<file path="src/rtl/mhlr_pkg.sv">
// ----------------------------------------------------------------------------
// mhlr_pkg: shared types and codes for the min-heap log repair block
// Word formats on both channels, operation codes, controller states and the
// command bundle that the controller sends to the row of cells.
// ----------------------------------------------------------------------------
package mhlr_pkg;

	localparam logic [1:0] OP_INSERT = 2'd0;
	localparam logic [1:0] OP_REMOVE = 2'd1;
	localparam logic [1:0] OP_GETMIN = 2'd2;

	localparam logic signed [31:0] FILL_VALUE = 32'sd1;

	typedef struct packed {
		logic [1:0]         req_type;
		logic signed [31:0] item_value;
	} req_word_t;

	typedef struct packed {
		logic [1:0]         op_code;
		logic signed [31:0] op_value;
		logic               last;
		logic               overflow;
	} rsp_word_t;

	typedef enum logic [2:0] {
		S_IDLE,
		S_LOOK,
		S_DECIDE,
		S_TAIL,
		S_DRAIN
	} state_t;

	typedef enum logic [1:0] {
		CELL_HOLD,
		CELL_INSERT,
		CELL_SHIFT
	} cell_cmd_t;

	typedef struct packed {
		cell_cmd_t          cmd;
		logic signed [31:0] operand;
	} cell_ctl_t;

	typedef struct packed {
		logic present;
		logic head_below;
	} heap_stat_t;

endpackage

</file>
<file path="src/rtl/min_heap_log_repair_core.sv">
// ----------------------------------------------------------------------------
// min_heap_log_repair_core: bounded min-priority store with log repair
// Keeps up to CAPACITY signed values in a sorted row of cells and turns each
// logged heap operation into the word stream a real min-heap would accept.
// ----------------------------------------------------------------------------
//   channel  dir  payload          handshake
//   req      in   req_word_t       req_valid / req_stall
//   rsp      out  rsp_word_t       rsp_valid / rsp_stall
//
// An item holds the block through capture and match search, then through its
// result words, one per cycle while the output register is not stalled, since
// the single output register and cell 0 decide one word at a time; a getMin
// emits an optional insert, its removals and then the getMin word. A word that
// is ready while the output register holds a stalled word waits for it.
// Reset clears the entry count, the sequencer and the output valid only.
// ----------------------------------------------------------------------------
module min_heap_log_repair_core #(
	parameter int CAPACITY = 16
) (
	input  logic                 clk,
	input  logic                 arst_n,
	input  logic                 req_valid,
	output logic                 req_stall,
	input  mhlr_pkg::req_word_t  req,
	output logic                 rsp_valid,
	input  logic                 rsp_stall,
	output mhlr_pkg::rsp_word_t  rsp
);

	localparam int CNT_W = $clog2(CAPACITY + 1);

	mhlr_pkg::cell_ctl_t  ctl;
	mhlr_pkg::heap_stat_t stat;
	logic [CNT_W-1:0]     count;
	logic [CAPACITY-1:0]  occ, le, lt, hit;
	logic signed [31:0]   cell_value [CAPACITY];

	always_comb begin
		for (int i = 0; i < CAPACITY; i++) begin
			occ[i] = (CNT_W'(i) < count);
		end
	end

	assign stat.present    = |hit;
	assign stat.head_below = lt[0];

	mhlr_ctrl #(.CAPACITY(CAPACITY)) u_ctrl (
		.clk       (clk),
		.arst_n    (arst_n),
		.req_valid (req_valid),
		.req_stall (req_stall),
		.req       (req),
		.rsp_valid (rsp_valid),
		.rsp_stall (rsp_stall),
		.rsp       (rsp),
		.stat      (stat),
		.ctl       (ctl),
		.count     (count)
	);

	for (genvar g = 0; g < CAPACITY; g++) begin : g_cell
		logic               left_le_w;
		logic signed [31:0] left_w, right_w;
		if (g == 0) begin : g_head
			assign left_le_w = 1'b1;
			assign left_w    = ctl.operand;
		end else begin : g_body
			assign left_le_w = le[g-1];
			assign left_w    = cell_value[g-1];
		end
		if (g == CAPACITY - 1) begin : g_tail
			assign right_w = cell_value[g];
		end else begin : g_inner
			assign right_w = cell_value[g+1];
		end
		mhlr_cell u_cell (
			.clk         (clk),
			.ctl         (ctl),
			.occ         (occ[g]),
			.left_le     (left_le_w),
			.left_value  (left_w),
			.right_value (right_w),
			.value       (cell_value[g]),
			.le          (le[g]),
			.lt          (lt[g]),
			.hit         (hit[g])
		);
	end

endmodule

</file>
<file path="src/rtl/mhlr_cell.sv">
// ----------------------------------------------------------------------------
// mhlr_cell: one slot of the sorted value row
// Holds one value. On an insert it keeps its value, takes the operand or takes
// its left neighbor's value; on a removal it takes its right neighbor's value.
// ----------------------------------------------------------------------------
module mhlr_cell (
	input  logic                  clk,
	input  mhlr_pkg::cell_ctl_t   ctl,
	input  logic                  occ,
	input  logic                  left_le,
	input  logic signed [31:0]    left_value,
	input  logic signed [31:0]    right_value,
	output logic signed [31:0]    value,
	output logic                  le,
	output logic                  lt,
	output logic                  hit
);

	logic signed [31:0] value_q;
	logic               hit_q;

	assign value = value_q;
	assign lt    = occ && (value_q < ctl.operand);
	assign le    = occ && (value_q <= ctl.operand);
	assign hit   = hit_q;

	// The row stays sorted ascending, so the cells at or below the operand
	// form a prefix; the first cell past it takes the operand.
	always_ff @(posedge clk) begin
		case (ctl.cmd)
			mhlr_pkg::CELL_INSERT: begin
				if (!le) begin
					value_q <= left_le ? ctl.operand : left_value;
				end
			end
			mhlr_pkg::CELL_SHIFT: begin
				value_q <= right_value;
			end
			default: begin
				value_q <= value_q;
			end
		endcase
		hit_q <= occ && (value_q == ctl.operand);
	end

endmodule

</file>
<file path="src/rtl/mhlr_ctrl.sv">
// ----------------------------------------------------------------------------
// mhlr_ctrl: sequencer, entry count and output register
// Takes one request word, decides each result word from the head cell and
// the match flags of the row, and drives the row of cells.
// ----------------------------------------------------------------------------
module mhlr_ctrl #(
	parameter int CAPACITY = 16
) (
	input  logic                              clk,
	input  logic                              arst_n,
	input  logic                              req_valid,
	output logic                              req_stall,
	input  mhlr_pkg::req_word_t               req,
	output logic                              rsp_valid,
	input  logic                              rsp_stall,
	output mhlr_pkg::rsp_word_t               rsp,
	input  mhlr_pkg::heap_stat_t              stat,
	output mhlr_pkg::cell_ctl_t               ctl,
	output logic [$clog2(CAPACITY+1)-1:0]     count
);

	localparam int CNT_W = $clog2(CAPACITY + 1);

	mhlr_pkg::state_t    state_q, state_d;
	mhlr_pkg::req_word_t req_q;
	mhlr_pkg::rsp_word_t rsp_q, word;
	logic                rsp_valid_q;
	logic [CNT_W-1:0]    count_q;
	logic                emit, cnt_inc, cnt_dec;
	logic                out_free, full, empty;

	assign out_free  = !rsp_valid_q || !rsp_stall;
	assign full      = (count_q == CNT_W'(CAPACITY));
	assign empty     = (count_q == '0);
	assign req_stall = (state_q != mhlr_pkg::S_IDLE);
	assign rsp_valid = rsp_valid_q;
	assign rsp       = rsp_q;
	assign count     = count_q;

	always_comb begin
		state_d = state_q;
		case (state_q)
			mhlr_pkg::S_IDLE: begin
				if (req_valid) begin
					state_d = mhlr_pkg::S_LOOK;
				end
			end
			mhlr_pkg::S_LOOK: begin
				state_d = mhlr_pkg::S_DECIDE;
			end
			mhlr_pkg::S_DECIDE: begin
				case (req_q.req_type)
					mhlr_pkg::OP_INSERT: begin
						if (out_free) state_d = mhlr_pkg::S_IDLE;
					end
					mhlr_pkg::OP_REMOVE: begin
						if (out_free) state_d = empty ? mhlr_pkg::S_TAIL : mhlr_pkg::S_IDLE;
					end
					mhlr_pkg::OP_GETMIN: begin
						if (out_free) begin
							if (!stat.present) begin
								state_d = full ? mhlr_pkg::S_IDLE : mhlr_pkg::S_DRAIN;
							end else begin
								state_d = stat.head_below ? mhlr_pkg::S_DRAIN
								                          : mhlr_pkg::S_IDLE;
							end
						end
					end
					default: begin
						state_d = mhlr_pkg::S_IDLE;
					end
				endcase
			end
			mhlr_pkg::S_TAIL: begin
				if (out_free) state_d = mhlr_pkg::S_IDLE;
			end
			mhlr_pkg::S_DRAIN: begin
				if (out_free && !stat.head_below) state_d = mhlr_pkg::S_IDLE;
			end
			default: begin
				state_d = mhlr_pkg::S_IDLE;
			end
		endcase
	end

	always_comb begin
		emit          = 1'b0;
		cnt_inc       = 1'b0;
		cnt_dec       = 1'b0;
		ctl.cmd       = mhlr_pkg::CELL_HOLD;
		ctl.operand   = req_q.item_value;
		word.op_code  = req_q.req_type;
		word.op_value = req_q.item_value;
		word.last     = 1'b1;
		word.overflow = 1'b0;
		case (state_q)
			mhlr_pkg::S_DECIDE: begin
				if (out_free) begin
					case (req_q.req_type)
						mhlr_pkg::OP_INSERT: begin
							emit = 1'b1;
							if (full) begin
								word.overflow = 1'b1;
							end else begin
								ctl.cmd = mhlr_pkg::CELL_INSERT;
								cnt_inc = 1'b1;
							end
						end
						mhlr_pkg::OP_REMOVE: begin
							emit = 1'b1;
							if (empty) begin
								word.op_code  = mhlr_pkg::OP_INSERT;
								word.op_value = mhlr_pkg::FILL_VALUE;
								word.last     = 1'b0;
							end else begin
								ctl.cmd       = mhlr_pkg::CELL_SHIFT;
								cnt_dec       = 1'b1;
								word.op_value = '0;
							end
						end
						mhlr_pkg::OP_GETMIN: begin
							emit = 1'b1;
							if (!stat.present) begin
								if (full) begin
									word.overflow = 1'b1;
								end else begin
									ctl.cmd      = mhlr_pkg::CELL_INSERT;
									cnt_inc      = 1'b1;
									word.op_code = mhlr_pkg::OP_INSERT;
									word.last    = 1'b0;
								end
							end else if (stat.head_below) begin
								ctl.cmd       = mhlr_pkg::CELL_SHIFT;
								cnt_dec       = 1'b1;
								word.op_code  = mhlr_pkg::OP_REMOVE;
								word.op_value = '0;
								word.last     = 1'b0;
							end
						end
						default: begin
							emit = 1'b0;
						end
					endcase
				end
			end
			mhlr_pkg::S_TAIL: begin
				emit          = out_free;
				word.op_code  = mhlr_pkg::OP_REMOVE;
				word.op_value = '0;
			end
			mhlr_pkg::S_DRAIN: begin
				emit = out_free;
				// The row is sorted, so a value below the operand sits in cell 0.
				if (out_free && stat.head_below) begin
					ctl.cmd       = mhlr_pkg::CELL_SHIFT;
					cnt_dec       = 1'b1;
					word.op_code  = mhlr_pkg::OP_REMOVE;
					word.op_value = '0;
					word.last     = 1'b0;
				end
			end
			default: begin
				emit = 1'b0;
			end
		endcase
	end

	always_ff @(posedge clk or negedge arst_n) begin
		if (!arst_n) begin
			state_q     <= mhlr_pkg::S_IDLE;
			count_q     <= '0;
			rsp_valid_q <= 1'b0;
		end else begin
			state_q <= state_d;
			if (cnt_inc) begin
				count_q <= count_q + CNT_W'(1);
			end else if (cnt_dec) begin
				count_q <= count_q - CNT_W'(1);
			end
			if (emit) begin
				rsp_valid_q <= 1'b1;
			end else if (!rsp_stall) begin
				rsp_valid_q <= 1'b0;
			end
		end
	end

	always_ff @(posedge clk) begin
		if (state_q == mhlr_pkg::S_IDLE && req_valid) begin
			req_q <= req;
		end
		if (emit) begin
			rsp_q <= word;
		end
	end

endmodule

</file>
<file path="config.mk">
export PLATFORM = sky130hd
export DESIGN_NAME = min_heap_log_repair_core
export DESIGN_NICKNAME = d
export VERILOG_FILES = /design/src/rtl/mhlr_pkg.sv /design/src/rtl/min_heap_log_repair_core.sv /design/src/rtl/mhlr_cell.sv /design/src/rtl/mhlr_ctrl.sv
export SDC_FILE = /design/constraint.sdc
export NUM_CORES = 2
export LEC_CHECK = 0
export ABC_AREA = 1
export BUFFER_PORTS_ARGS = -buffer_cell sky130_fd_sc_hd__buf_2
export CAP_MARGIN = 15
export CORE_UTILIZATION = 40
export CTS_CLUSTER_SIZE = 20
export DETAILED_ROUTE_END_ITERATION = 10
export GPL_TIMING_DRIVEN = 0
export PLACE_DENSITY_LB_ADDON = 0.12
export SETUP_SLACK_MARGIN = 0.05
export SKIP_CTS_REPAIR_TIMING = 1
export SLEW_MARGIN = 20
export SYNTH_ARGS = -nofsm -noshare
export SYNTH_HDL_FRONTEND = slang
export SYNTH_HIERARCHICAL = 1
export SYNTH_SLANG_ARGS = --single-unit
</file>
<file path="constraint.sdc">
create_clock -name clk -period 4.4 [get_ports clk]
set_clock_uncertainty 0.05 [all_clocks]
set_input_delay 0 -clock clk [delete_from_list [all_inputs] [get_ports clk]]
set_output_delay 0 -clock clk [all_outputs]
set_load 0.02 [all_outputs]
</file>
==> run summary <==
Avg Cell Area, Syn = 8.13 um2
critical path type = flip-flop to flip-flop
Layout fillers = 11255
Vert. Die Dim = 340 um
Critical Path Start Type = flip-flop
Lkg Pwr = 23.2 nW
DP HPWL = 116000 um
Total GRT Usage = 24.3%
Final min period = 4.25 ns
Max Buffers Root-to-Sink = 3
DP Area = 48300 um2
P&R area growth vs syn = 14.7%
WP data required = 4.73 ns
starting DRC count in detailed routing = 4376
largest net degree at the start of global routing = 34
# DRC = 0
num ports = 76
FP Rows = 123
maxcap violations = 0
nets@finish = 6424
Internal Power = 18.3 mW
Seq pwr share = 30.4%
Antenna Nets Post-Route = 0
Worst EP arrival = 4.58 ns
power per cell area = 626 nW/um2
Gate power share = 49.6%
CTS Sinks = 607
Hold Crit Class = input port to flip-flop
drt pass-1 iters = 5
IO Port Bufs = 75
first-pass GRT wire length = 221000 um
clock-pin slew on the worst setup and hold paths = 0.06 ns
post-route cell area = 52500 um2
CP max FO = 10
total number of vias = 40217
fin crit share = 96.6%
peak supply drop = 431 uV
Critical Path Sink Type = flip-flop
fin util = 46.5%
non-filler cells, final = 7428
f_max = 235 MHz
sw frac = 44.4%
CTS H-tree lvls = 3
per-cell routed wire length = 19.8 um
max-slew violations = 0
worst skew pair latency = 0.66 ns
TritonCTS clock tree = done
vias in the first global route = 37191
DRT Wirelength = 147000 um
Total Power = 32.8 mW
initial antenna violation count = 2
CORE AREA = 113000 um2
RSZ-0062 raised after global routing = true
number of synthesis warnings = 6
NetSw = 14.6 mW
Setup-failing EPs final = 0
placed cells = 7214
worst rel slew slack = 34.6%
syn_nets = 6190
share of post-route cells with drive strength above 1 = 9.57%
post-synthesis instance total = 5632
CTS root buf = clkbuf_16
vias per cell = 5.41
Starting Density = 40.5%
die width = 340 um
CTS buffer count = 76
GRT overflow = 0
outcome = complete, no violations
Syn Std Cell Area = 45800 um2
die area = 116000 um2
worst slew pin tran = 0.974 ns
Final Hold Viols = 0
Routability Congestion = 0.863
clock share of power = 20.0%
## critical path, stage by stage (launching register included)
cell and delay, ns:
dfrtp_2 0.72, inv_1 0.25, nand3_2 0.15, nand2_4 0.06, nor2_2 0.37, nand4_1 0.14
nor3_1 0.51, and3_2 0.31, inv_2 0.06, nand2_1 0.06, clkbuf_1 0.50, clkbuf_1 0.50
nand2_1 0.11, o211ai_1 0.11, nand2_1 0.08
## flip-flops by register name, indices dropped and copies added (netlist names)
name,flops
g_cell.u_cell/value,512
g_cell.u_cell/hit,16
u_ctrl/count,5
u_ctrl/state_q,3
u_ctrl/rsp_valid,1
u_ctrl/ctl,32
u_ctrl/req_q,2
u_ctrl/rsp,36
## through the flow
stage	hold WS, ns	TNS [ns]	setup WS [ns]
finish	0.0114	0	0.150
global route	0.00148	0	0.0129
CTS	-0.879	-1157.86	-1.52
detailed placement	-0.186	-1143.80	-1.51
global placement	-0.187	-1323.13	-1.99
floorplan	-0.346	0	0.421
## power by group through the flow
stage / Sequential [mW] / Combinational (mW) / Clock (mW)
6_report: 9.99 / 16.3 / 6.57
5_1_grt: 10.1 / 18.3 / 6.93
4_1_cts: 10.1 / 15.4 / 6.73
3_5_place_dp: 10.2 / 15.3 / 0
3_3_place_gp: 10.2 / 14.8 / 0
2_1_floorplan: 9.81 / 10.9 / 0
## cells in the final DEF (no fill, tap or decap), types with 25 or more instances in the layout
cell type,n
nand2_1,1576
inv_1,715
edfxtp_1,582
nand3_1,550
ha_1,519
o211ai_1,481
a21oi_1,231
clkbuf_1,224
nor2_1,212
buf_2,98
clkbuf_16,85
nand4_1,49
dlygate4sd3_1,40
o21ai_0,37
buf_4,36
inv_2,35
nand2_4,35
nand3_2,33
nand2_8,29
clkinv_1,27
nor2_2,25
## path summary, 6_finish.rpt
kind                            startpoint                           to  slack [ns]  cells past startpoint
min in group asynchronous           arst_n            u_ctrl/state_q[0]        0.33                      3
max                        u_ctrl/count[4]  g_cell[11].u_cell/value[19]        0.15                     14
max in group asynchronous           arst_n              u_ctrl/count[4]        3.63                      3
min reg2reg                 u_ctrl/ctl[10]               u_ctrl/rsp[12]        0.54                      2
min                                req[31]               u_ctrl/ctl[31]        0.01                      2
max reg2reg                u_ctrl/count[4]  g_cell[11].u_cell/value[19]        0.15                     14
## area by class of cell
| cell class | instances | area, um2 | area share, % |
|---|---|---|---|
| clock buffer | 104 | 2200 | 4.20 |
| buffer | 305 | 1550 | 2.95 |
| multi-input combinational | 3964 | 24300 | 46.3 |
| timing repair buffer | 144 | 1320 | 2.51 |
| antenna | 2 | 5.00 | 0.00954 |
| tap | 1500 | 1880 | 3.58 |
| sequential | 607 | 18000 | 34.3 |
| clock inverter | 34 | 337 | 0.641 |
| inverter | 768 | 2890 | 5.50 |
## per-layer routing
layer	wire length, um	global-route usage, %
met1	75300	39.1
met2	57100	33.4
met3	12800	4.00
met4	2160	4.99
met5	11	0
No activity file was read; power rests on OpenSTA's default activity.
